--- config.mk ---
export PLATFORM = sky130hd
export DESIGN_NAME = cipher_rotor_stage_unit
export DESIGN_NICKNAME = d
export VERILOG_FILES = /design/src/rtl/crs_pkg.sv /design/src/rtl/crs_cfg_regs.sv /design/src/rtl/crs_map.sv /design/src/rtl/cipher_rotor_stage_unit.sv
export SDC_FILE = /design/constraint.sdc
export NUM_CORES = 1
export LEC_CHECK = 0
export BUFFER_PORTS_ARGS = -buffer_cell sky130_fd_sc_hd__buf_2
export CAP_MARGIN = 20
export CORE_MARGIN = 2
export CORE_UTILIZATION = 45
export DETAILED_ROUTE_END_ITERATION = 10
export HOLD_SLACK_MARGIN = 0.05
export SETUP_SLACK_MARGIN = 0.2
export SLEW_MARGIN = 20
export SYNTH_ARGS = -nofsm -noshare
export SYNTH_HDL_FRONTEND = slang
export SYNTH_SLANG_ARGS = --single-unit
export TNS_END_PERCENT = 5
--- constraint.sdc ---
create_clock -name clk -period 8.7 [get_ports clk]
set_input_delay 1.74 -clock clk [delete_from_list [all_inputs] [get_ports clk]]
set_output_delay 1.74 -clock clk [all_outputs]
set_load 0.02 [all_outputs]
--- src/rtl/crs_pkg.sv ---
`timescale 1ns / 1ps

package crs_pkg;

  localparam int unsigned LETTERS     = 26;
  localparam int unsigned LAST_LETTER = 25;
  localparam int unsigned LW          = 5;
  localparam int unsigned CFG_IDX_W   = 3;
  localparam int unsigned CFG_DATA_W  = 60;

  typedef enum logic [1:0] {
    KIND_FWD     = 2'd0,
    KIND_BWD     = 2'd1,
    KIND_STEP    = 2'd2,
    KIND_RESTART = 2'd3
  } kind_t;

  typedef enum logic [CFG_IDX_W-1:0] {
    REG_WIRING_LOW  = 3'd0,
    REG_WIRING_MID  = 3'd1,
    REG_WIRING_HIGH = 3'd2,
    REG_RING        = 3'd3,
    REG_START       = 3'd4,
    REG_NOTCH_A     = 3'd5,
    REG_NOTCH_B     = 3'd6,
    REG_UNUSED      = 3'd7
  } reg_idx_t;

  typedef struct packed {
    logic [1:0]    kind;
    logic [LW-1:0] letter_index;
  } in_t;

  typedef struct packed {
    logic [LW-1:0] mapped_index;
    logic [LW-1:0] position;
    logic          at_notch;
  } out_t;

  typedef struct packed {
    logic [LETTERS-1:0][LW-1:0] wiring;
    logic [LW-1:0]              ring;
    logic [LW-1:0]              start;
    logic [LW-1:0]              notch_a;
    logic [LW-1:0]              notch_b;
  } cfg_t;

  // five-bit value reduced mod 26
  function automatic logic [LW-1:0] red26(input logic [LW-1:0] v);
    logic [LW-1:0] r;
    r = (v >= LW'(LETTERS)) ? v - LW'(LETTERS) : v;
    return r;
  endfunction

  // (a + b - c) mod 26 for a, b, c in 0..25
  function automatic logic [LW-1:0] addsub26(input logic [LW-1:0] a,
                                             input logic [LW-1:0] b,
                                             input logic [LW-1:0] c);
    logic [6:0] s;
    logic [6:0] m;
    s = 7'(a) + 7'(b) + 7'(LETTERS) - 7'(c);
    if (s >= 7'(2 * LETTERS)) begin
      m = s - 7'(2 * LETTERS);
    end else if (s >= 7'(LETTERS)) begin
      m = s - 7'(LETTERS);
    end else begin
      m = s;
    end
    return m[LW-1:0];
  endfunction

endpackage

--- src/rtl/crs_cfg_regs.sv ---
`timescale 1ns / 1ps

module crs_cfg_regs (
  input  logic                                clk,
  input  logic                                rst_n,
  input  logic                                cfg_we,
  input  logic [crs_pkg::CFG_IDX_W-1:0]       cfg_index,
  input  logic [crs_pkg::CFG_DATA_W-1:0]      cfg_wdata,
  output crs_pkg::cfg_t                       cfg
);

  logic [59:0] wiring_low_r;
  logic [59:0] wiring_mid_r;
  logic [9:0]  wiring_high_r;
  logic [4:0]  ring_r;
  logic [4:0]  start_r;
  logic [4:0]  notch_a_r;
  logic [4:0]  notch_b_r;

  always_ff @(posedge clk) begin
    if (!rst_n) begin
      wiring_low_r  <= '0;
      wiring_mid_r  <= '0;
      wiring_high_r <= '0;
      ring_r        <= '0;
      start_r       <= '0;
      notch_a_r     <= '0;
      notch_b_r     <= '0;
    end else if (cfg_we) begin
      unique case (crs_pkg::reg_idx_t'(cfg_index))
        crs_pkg::REG_WIRING_LOW:  wiring_low_r  <= cfg_wdata[59:0];
        crs_pkg::REG_WIRING_MID:  wiring_mid_r  <= cfg_wdata[59:0];
        crs_pkg::REG_WIRING_HIGH: wiring_high_r <= cfg_wdata[9:0];
        crs_pkg::REG_RING:        ring_r        <= cfg_wdata[4:0];
        crs_pkg::REG_START:       start_r       <= cfg_wdata[4:0];
        crs_pkg::REG_NOTCH_A:     notch_a_r     <= cfg_wdata[4:0];
        crs_pkg::REG_NOTCH_B:     notch_b_r     <= cfg_wdata[4:0];
        default: ;
      endcase
    end
  end

  // contact 0 sits in the lowest five bits
  assign cfg.wiring  = {wiring_high_r, wiring_mid_r, wiring_low_r};
  assign cfg.ring    = ring_r;
  assign cfg.start   = start_r;
  assign cfg.notch_a = notch_a_r;
  assign cfg.notch_b = notch_b_r;

endmodule

--- src/rtl/crs_map.sv ---
`timescale 1ns / 1ps

module crs_map (
  input  crs_pkg::in_t                 item,
  input  logic [crs_pkg::LW-1:0]       pos,
  input  crs_pkg::cfg_t                cfg,
  output crs_pkg::out_t                res
);

  logic [crs_pkg::LW-1:0] x;
  logic [crs_pkg::LW-1:0] r;
  logic [crs_pkg::LW-1:0] k;
  logic [crs_pkg::LW-1:0] fwd;
  logic [crs_pkg::LW-1:0] hit_j;
  logic                   hit;
  logic [crs_pkg::LW-1:0] mapped;
  logic [crs_pkg::LW-1:0] pos_nxt;

  assign x = crs_pkg::red26(item.letter_index);
  assign r = crs_pkg::red26(cfg.ring);
  // same shifted contact feeds both the forward lookup and the reverse compare
  assign k = crs_pkg::addsub26(x, pos, r);
  assign fwd = crs_pkg::addsub26(crs_pkg::red26(cfg.wiring[k]), r, pos);

  // lowest matching entry wins; entries above 25 never match
  always_comb begin
    hit   = 1'b0;
    hit_j = '0;
    for (int j = crs_pkg::LETTERS - 1; j >= 0; j--) begin
      if (cfg.wiring[j] == k) begin
        hit   = 1'b1;
        hit_j = crs_pkg::LW'(j);
      end
    end
  end

  always_comb begin
    mapped  = '0;
    pos_nxt = pos;
    unique case (crs_pkg::kind_t'(item.kind))
      crs_pkg::KIND_FWD:     mapped = fwd;
      crs_pkg::KIND_BWD:     mapped = hit ? crs_pkg::addsub26(hit_j, r, pos) : '0;
      crs_pkg::KIND_STEP:    pos_nxt = (pos == crs_pkg::LW'(crs_pkg::LAST_LETTER)) ?
                                       '0 : pos + crs_pkg::LW'(1);
      crs_pkg::KIND_RESTART: pos_nxt = crs_pkg::red26(cfg.start);
      default: ;
    endcase
  end

  assign res.mapped_index = mapped;
  assign res.position     = pos_nxt;
  assign res.at_notch     = (pos_nxt == cfg.notch_a) || (pos_nxt == cfg.notch_b);

endmodule

--- src/rtl/cipher_rotor_stage_unit.sv ---
`timescale 1ns / 1ps

// channel  direction  handshake              payload
// in       input      in_valid / in_ready    in_data  (kind, letter_index)
// out      output     out_valid / out_ready  out_data (mapped_index, position, at_notch)
// cfg      input      cfg_we                 cfg_index, cfg_wdata
//
// One word per cycle sustained while out_ready stays high; a taken word waits in the
// input register and passes through the single map stage into the result register,
// which drives out_valid. The rotor position register sits beside the map stage
// and loads the new position as each word moves into the result register.
// rst_n (synchronous) clears the configuration registers, the position and both
// valid flags.
// A stalled output holds its word; the input register takes one more word and
// then holds in_ready low until the result register drains.

module cipher_rotor_stage_unit (
  input  logic                              clk,
  input  logic                              rst_n,
  input  logic                              in_valid,
  output logic                              in_ready,
  input  crs_pkg::in_t                      in_data,
  output logic                              out_valid,
  input  logic                              out_ready,
  output crs_pkg::out_t                     out_data,
  input  logic                              cfg_we,
  input  logic [crs_pkg::CFG_IDX_W-1:0]     cfg_index,
  input  logic [crs_pkg::CFG_DATA_W-1:0]    cfg_wdata
);

  crs_pkg::cfg_t          cfg;
  crs_pkg::in_t           item_r;
  logic                   item_vld_r;
  crs_pkg::out_t          res_r;
  logic                   res_vld_r;
  crs_pkg::out_t          res_nxt;
  logic [crs_pkg::LW-1:0] pos_r;
  logic                   res_free;
  logic                   move;

  crs_cfg_regs u_cfg (
    .clk       (clk),
    .rst_n     (rst_n),
    .cfg_we    (cfg_we),
    .cfg_index (cfg_index),
    .cfg_wdata (cfg_wdata),
    .cfg       (cfg)
  );

  crs_map u_map (
    .item (item_r),
    .pos  (pos_r),
    .cfg  (cfg),
    .res  (res_nxt)
  );

  assign res_free = !res_vld_r || out_ready;
  assign move     = item_vld_r && res_free;
  assign in_ready = !item_vld_r || move;

  always_ff @(posedge clk) begin
    if (!rst_n) begin
      item_vld_r <= 1'b0;
      res_vld_r  <= 1'b0;
      pos_r      <= '0;
    end else begin
      if (in_ready) begin
        item_vld_r <= in_valid;
      end
      if (res_free) begin
        res_vld_r <= item_vld_r;
      end
      if (move) begin
        pos_r <= res_nxt.position;
      end
    end
  end

  always_ff @(posedge clk) begin
    if (in_ready && in_valid) begin
      item_r <= in_data;
    end
    if (move) begin
      res_r <= res_nxt;
    end
  end

  assign out_valid = res_vld_r;
  assign out_data  = res_r;

endmodule

* Word-level counts from Yosys, hierarchy flattened
Cells that the tools add are included.
** Storage, ports and cells
- Bits in registers :: 175
- Input bits :: 75
- Output and inout port bits :: 13
- Logic and storage cells :: 168
** Cells by class
- Add/sub/neg operators :: 20
- Order comparisons :: 11
- Equal/unequal tests :: 38
- Mux-type cells :: 68
- Reductions and logical operators :: 16
** Operators with widths (number)
- 5-bit 2-to-1 mux :: 39
- 5-bit == test :: 28
- 5-bit subtractor (second input constant) :: 10
- 1-bit 2-to-1 mux :: 26
- 5-bit binary-select mux with 5-bit select :: 1
- 7-bit by 5-bit adder with 7-bit output (second input constant) :: 3
- 7-bit by 5-bit greater-or-equal comparator with 1-bit output (second input constant) :: 3
- 7-bit by 6-bit greater-or-equal comparator with 1-bit output (second input constant) :: 3
- 7-bit by 5-bit subtractor with 7-bit output :: 3
- 5-bit greater-or-equal comparator (second input constant) :: 4
- 5-bit case mux with 2 select lines :: 2
- 5-bit by 5-bit adder with 6-bit output :: 3
- 2-bit AND reduction :: 7
- 3-bit == test (second input constant) :: 3
- 3-bit by 2-bit == test with 1-bit output (second input constant) :: 2
- 5-bit by 6-bit less-than comparator with 1-bit output (second input constant) :: 1
- 5-bit by 1-bit adder with 5-bit output (second input constant) :: 1
- 5-bit == test (second input constant) :: 1
- 2-bit == test (second input constant) :: 2
- 3-bit by 1-bit == test with 1-bit output (second input constant) :: 1
- 3-bit logical NOT :: 1
- 1-bit logical OR :: 3
- 2-bit by 1-bit == test with 1-bit output (second input constant) :: 1
- 1-bit logical AND :: 2
- 2 further kinds :: 3

* Depth between registers and ports, before layout
Gate-level depths: netlist of run 1.
- Word-level depth :: 43
- Mapped depth :: 51
- Depth with buffers taken out :: 47

* By module
A second synthesis of run 1 with hierarchy kept.
** Second synthesis, totals
- Cell total of the unflattened synthesis :: 1472
- Area, all modules :: 12809.8 um2
** By module, submodules not included
- crs_map :: times used 1, cells each 866, area an instance 6326.1 um2, sequential area each 0.0 um2
- crs_cfg_regs :: times used 1, cells each 557, area an instance 5647.9 um2, sequential area each 3002.9 um2
- cipher_rotor_stage_unit :: times used 1, cells each 49, area an instance 835.8 um2, sequential area each 680.7 um2

* Least setup slack after synthesis of run 1
No wires, ideal clock.
- Kind :: reg-to-reg
- From :: register item_r[1] in the netlist's numbering
- To :: register res_r, in the netlist out_data[10], data pin
- Setup time :: 0.176 ns
- Arrival :: 8.812 ns
- Data required time :: 8.524 ns
- Slack :: -0.288 ns
- Cell stages (with the launch flop) :: 47
- Buffers on the path :: 1
- Clock period less this slack :: 8.988 ns
- Cells stage by stage :: edfxtp_1 -> inv_1 -> ha_1 -> inv_1 -> nor2_1 -> o21ai_0 -> o31ai_1 -> fa_1 -> inv_1 -> ha_1 -> inv_1 -> ha_1 -> inv_1 -> fa_1 -> inv_1 -> ha_1 -> nand2_1 -> nand3_1 -> [... 11 more ...] -> ha_1 -> fa_1 -> inv_1 -> ha_1 -> inv_1 -> ha_1 -> inv_1 -> fa_1 -> xor2_1 -> inv_1 -> ha_1 -> nand3_1 -> o21ai_0 -> a211oi_1 -> or3_1 -> o21ai_0 -> xnor2_1 -> o32ai_1
** RTL lines
- start, declared :: RTL line cipher_rotor_stage_unit.sv:32 : crs_pkg::in_t item_r;
- start signal, assigned :: RTL line cipher_rotor_stage_unit.sv:81 : item_r <= in_data;
- end signal, assigned :: RTL line cipher_rotor_stage_unit.sv:84 : res_r <= res_nxt;
- end, declared :: RTL line cipher_rotor_stage_unit.sv:34 : crs_pkg::out_t res_r;

==> results of run 1 <==
[kinds of logic (layout without fill, tap and decap cells)]
logic type	after synthesis	after routing	share of synthesized area (%)
AO/OA/AOI/OAI	398	398	21.9
XOR/XNOR	124	124	9.49
adder cells (fa/ha/maj)	73	73	7.44
buffers and inverters	168	486	5.35
flip-flops	175	175	28.6
multiplexers	63	63	5.93
AND/OR/NAND/NOR	575	575	21.3
[Yosys cell counts (all sizes together) (40+ instances only)]
cell,instances
a21boi,145
ha,67
inv,70
nor2,40
a21oi,65
clkbuf,72
and3,43
o21ai,45
mux2i,48
dfxtp,157
xnor2,93
nand2,329
[layout make-up]
cell class	count	area [µm²]	share of cell area [%]
clock buffers	21	482	2.72
clock inverters	11	118	0.665
repair buffers	383	3050	17.3
well taps	378	473	2.67
multi-input cells	1233	9600	54.3
inverters	71	272	1.54
flip-flops and latches	175	3680	20.8
[cells in the final DEF (no fill, tap or decap), types with 9 or more instances in the layout]
master | synthesis | routed
xnor2_1 | 91 | 79
a21oi_1 | 65 | 51
dfxtp_1 | 157 | 157
a21boi_0 | 145 | 141
buf_4 | 2 | 238
a211oi_1 | 16 | 12
and3_1 | 43 | 41
inv_2 | 1 | 18
nand2b_1 | 11 | 11
ha_1 | 67 | 46
nor2_1 | 37 | 31
o21ai_0 | 40 | 32
nand3_1 | 23 | 18
edfxtp_1 | 18 | 18
a21oi_2 | 0 | 13
buf_12 | 0 | 11
nor4_1 | 19 | 10
a21o_1 | 14 | 14
nor4_2 | 6 | 9
xnor2_2 | 1 | 11
mux2i_1 | 47 | 44
mux4_2 | 9 | 9
nor2b_1 | 30 | 28
nor3_1 | 22 | 15
buf_6 | 4 | 41
nand2_1 | 328 | 322
buf_2 | 17 | 86
clkbuf_16 | 0 | 20
o22ai_1 | 10 | 10
inv_1 | 69 | 50
ha_4 | 0 | 18
a31oi_1 | 12 | 9
xor2_1 | 23 | 21
[worst register-to-register path: cells and delay by family (launching register included)]
kind | cells | cell delay, ns
DFF | 1 | 0.43
adders and majority gates | 11 | 3.48
buffers and inverters | 14 | 1.25
xor gates and xnor gates | 1 | 0.08
AOI/OAI and AO/OA | 11 | 1.68
and+or+nand+nor | 11 | 1.76
[state kept, by name, indices dropped and copies added, names as in the netlist, 7 cells and up]
| name | flops |
|---|---|
| u_cfg.wiring_low_r | 60 |
| u_cfg.wiring_mid_r | 60 |
| out_data | 11 |
| u_cfg.wiring_high_r | 10 |
| item_r | 7 |
[metal layers]
layer  part of all wire, %  global-route usage, %
met5                 0.026                      0
met4                   5.2                   14.8
met3                   5.9                   6.57
met2                    47                   50.2
met1                    41                   36.4
[worst min-delay path by stage]
| stage | cells after the start | to | startpoint | slack (ns) |
|---|---|---|---|---|
| after global routing | 2 | u_cfg.wiring_low_r[30] | u_cfg.wiring_low_r[30] | 0.52 |
| final | 2 | u_cfg.wiring_mid_r[4] | u_cfg.wiring_mid_r[4] | 0.49 |
| after global placement | 2 | u_cfg.wiring_mid_r[21] | u_cfg.wiring_mid_r[21] | 0.47 |
| after floorplan | 2 | u_cfg.wiring_mid_r[21] | u_cfg.wiring_mid_r[21] | 0.45 |
| after CTS | 2 | u_cfg.wiring_mid_r[21] | u_cfg.wiring_mid_r[21] | 0.49 |
| after detailed placement | 2 | u_cfg.wiring_mid_r[21] | u_cfg.wiring_mid_r[21] | 0.48 |
[repair_timing]
action,in CTS,in global routing
pin swaps,68,83
cloned,2,2
setup buffers,61,24
gates resized for setup,133,118
setup endpoints to repair,4,4
[per-stage QoR]
stage          TNS [ns]  worst slack (ns)
6_report         -0.455            -0.150
5_1_grt           -1.84            -0.510
4_1_cts          -0.299            -0.100
3_5_place_dp      -1.90            -0.502
2_1_floorplan         0             0.169
3_3_place_gp      -1.10            -0.312
==> metrics.yaml, run 1 <==
cts_tree: "yes"
grt_max_degree: 112
fin_skew_ns: 0.0125
design_area_um2: 17700
setup_slack_ns: -0.150
clk_pin_slew_ns: 0.08
drv_cap: 0
synth-edff-count: 18
crit_path_end: "out_data[10]"
overflow: 0
synth_ff_type: "dfxtp_1"
io_pins: 88
postLayoutCoreUtil_pct: 63.1
placed_area_um2: 15100
violations: "negative setup slack"
grt_antenna_before_repair: 1
first_pass_iters: 7
path_buf_inv: 14
slowest_delay_ns: 0.60
start_kind: "flip-flop"
finalCritPeriodShare_pct: 102
syn_area_um2: 12900
cts_sinks: 175
synth-async-reset-ratio_pct: 0
synth_top_cell_by_area: "dfxtp_1"
rr_startpoint: "item_r[2]"
start_util_pct: 46.0
drc: 0
stdcell_count: 2272
fp.dieW_um: 173
die_y_um: 173
arrival_ns: 9.14
num_vias: 12900
ant_nets: 0
synth_area_leaders: "dfxtp_1, nand2_1, a21boi_0"
final_hold_viol_count: 0
crit_family: "adder cells"
syn_inst: 1576
crit_path_end_kind: "flip-flop"
place.gp.congestion: 1.04
cp_max_fo: 6
cts_hold_buf: 0
diodes: 0
setup_viol: 4
drive_gt1_share_pct: 32.9
wire_per_inst_um: 20.3
dieArea_um2: 30000
dpl.hpwl_um: 33100
rows: 61
max_freq_mhz: 113
grt_util_all_layers_pct: 30.0
area_growth_pct: 37.3
viasPerCell: 5.66
worst-path-stages: 48
grt_pass1_vias: 12600
syn_nets: 1724
fill_cells: 2409
tightest_slew_ns: 1.09
grt_pass1_wl_um: 70600
r2r_cells: 48
cp.required_ns: 8.99
drtIter0Drc: 1014
rrSetupSlack_ns: -0.15
rsz0062_at_grt: "true"
crit_path_start: "item_r[2]"
htreeDepth: 4
nets: 2029
post-route-min-period_ns: 8.85
timing.critical_path.mode_cell: "inv_2"
clk_latency_ns: 0.47
yosys_warnings: 0
wl_um: 46100
synth_seq_cells: 175
whs_ns: 0.491
crit_path_top_delay_cell: "fa_2"
core_area_um2: 28000
ys_seq_area_share_pct: 28.6
drv_slew: 0
path_class: "reg -> reg"
dp_cells: 2151
synth_top_area_share_pct: 24.4
r2r_end: "out_data[10]"
syn_area_per_cell_um2: 8.17
port_buffers: 87
numCtsBuffers: 17
hold_path.class: "reg -> reg"
max-slew-margin-rel_pct: 27.3
synth_cell_type_count: 87
root_buffer: "clkbuf_16"
status: "finished, violations left"
cts.path.max_buffers: 2
Power of run 1 is left out: the tool's default activity adds up to more than one toggle a clock period on the data nets, which glitch-free logic cannot reach.
==> run 2: changes to the inputs <==
--- a/config.mk
+++ b/config.mk
@@ -11,6 +11,7 @@
 export CORE_UTILIZATION = 45
 export DETAILED_ROUTE_END_ITERATION = 10
 export HOLD_SLACK_MARGIN = 0.05
+export PLACE_DENSITY = 0.62
 export SETUP_SLACK_MARGIN = 0.2
 export SLEW_MARGIN = 20
 export SYNTH_ARGS = -nofsm -noshare
==> metrics.yaml, run 2 (synthesized netlist as in run 1, its figures left out) <==
grt_util_all_layers_pct: 28.6
cts_sinks: 175
viasPerCell: 5.65
fill_cells: 2609
cts.path.max_buffers: 2
fp.dieW_um: 173
hold_path_depth: 2
dpl.hpwl_um: 32600
clk_pin_slew_ns: 0.08
start_kind: "flip-flop"
setup_viol: 4
grt_pass1_vias: 12100
cp_max_fo: 21
ant_nets: 0
port_buffers: 87
area_growth_pct: 26.2
cp.required_ns: 8.96
numCtsBuffers: 17
drv_cap: 0
path_class: "reg -> reg"
die_y_um: 173
r2r_end: "out_data[10]"
post-route-min-period_ns: 8.96
multi_input_area_um2: 8880
cts_tree: "yes"
final_hold_viol_count: 0
diodes: 0
post-place-ws_ns: -0.604
wire_per_inst_um: 19.5
rsz0062_at_grt: "true"
grt_pass1_wl_um: 67600
nets: 1965
crit_path_end_kind: "flip-flop"
first_pass_iters: 6
num_vias: 12500
drv_slew: 0
rows: 61
violations: "negative setup slack"
max-slew-margin-rel_pct: 26.3
seq_area_um2: 3680
holdPathEnd: "u_cfg.wiring_high_r[4]"
drtIter0Drc: 811
wl_um: 43000
grt_max_degree: 131
rrSetupSlack_ns: -0.26
setup_slack_ns: -0.261
layout_commonest_cell: "nand2_1"
overflow: 0
min_from: "u_cfg.wiring_high_r[4]"
place.gp.congestion: 1.04
crit_path_start: "item_r[1]"
max_freq_mhz: 112
root_buffer: "clkbuf_16"
timing.critical_path.mode_cell: "inv_2"
r2r_cells: 45
dieArea_um2: 30000
drive_gt1_share_pct: 25.1
layout_common_cells: "nand2_1, buf_4, dfxtp_1, a21boi_0, buf_2"
htreeDepth: 4
core_area_um2: 28000
grt_antenna_before_repair: 1
status: "finished, violations left"
clk_latency_ns: 0.45
drc: 0
crit_path_top_delay_cell: "fa_2"
arrival_ns: 9.22
io_pins: 88
fin_skew_ns: 0.00862
start_util_pct: 46.0
tightest_slew_ns: 1.11
slowest_delay_ns: 0.60
rr_startpoint: "item_r[1]"
hold_path.class: "reg -> reg"
finalCritPeriodShare_pct: 103
cts_hold_buf: 0
## run 2: how the worst max path moves through the flow
stage,depth (start not counted),end,slack [ns]
after floorplan,46,out_data[10],0.17
after global placement,44,out_data[9],-0.39
after detailed placement,46,out_data[9],-0.60
after CTS,46,out_data[10],-0.26
after global routing,51,out_data[8],-0.71
final,45,out_data[10],-0.26
## run 2: worst max-delay path: cells and delay by family, from the launching register on
family | cells | cell delay [ns]
buf+inv | 12 | 0.99
fa+ha+maj | 12 | 3.77
simple gates | 10 | 1.80
compound gates | 9 | 1.58
mux | 1 | 0.14
xor+xnor | 1 | 0.10
flops | 1 | 0.39
## run 2: per-stage QoR
step                      std cells  instance area (µm²)  util (%)  hold slack [ns]  setup TNS, ns
final                          2208                16200      58.0            0.493         -0.865
after global routing           2208                16200      58.0            0.522          -2.73
after CTS                      2206                16200      57.7            0.496         -0.889
after detailed placement       2156                15200      54.2            0.486          -2.11
after global placement         2156                15200      54.2            0.470          -1.24
after floorplan                1576                13000         -            0.452              0
## run 2: timing repair
| item | 4_1_cts | 5_1_grt |
|---|---|---|
| gates cloned | 2 | 0 |
| pin swaps | 20 | 10 |
| gates resized for setup | 40 | 16 |
| endpoints found under the setup margin | 4 | 4 |
| buffers inserted | 16 | 2 |
## run 2: metal layers
layer	vias up	track usage (%)	share of wire, %
met2	418	48.7	48
li1	6053	-	-
met3	115	4.24	5.3
met5	-	0	0
met4	0	13.8	4.8
met1	5880	35.4	42
## run 2: final cells by class
class                      instances  area share, %
timing repair buffer             319           14.6
tap                              378           2.91
sequential                       175           22.7
multi-input combinational       1233           54.7
clock buffer                      17           2.62
clock inverter                    15          0.947
inverter                          71           1.64
Power of run 2 is left out for the same reason.
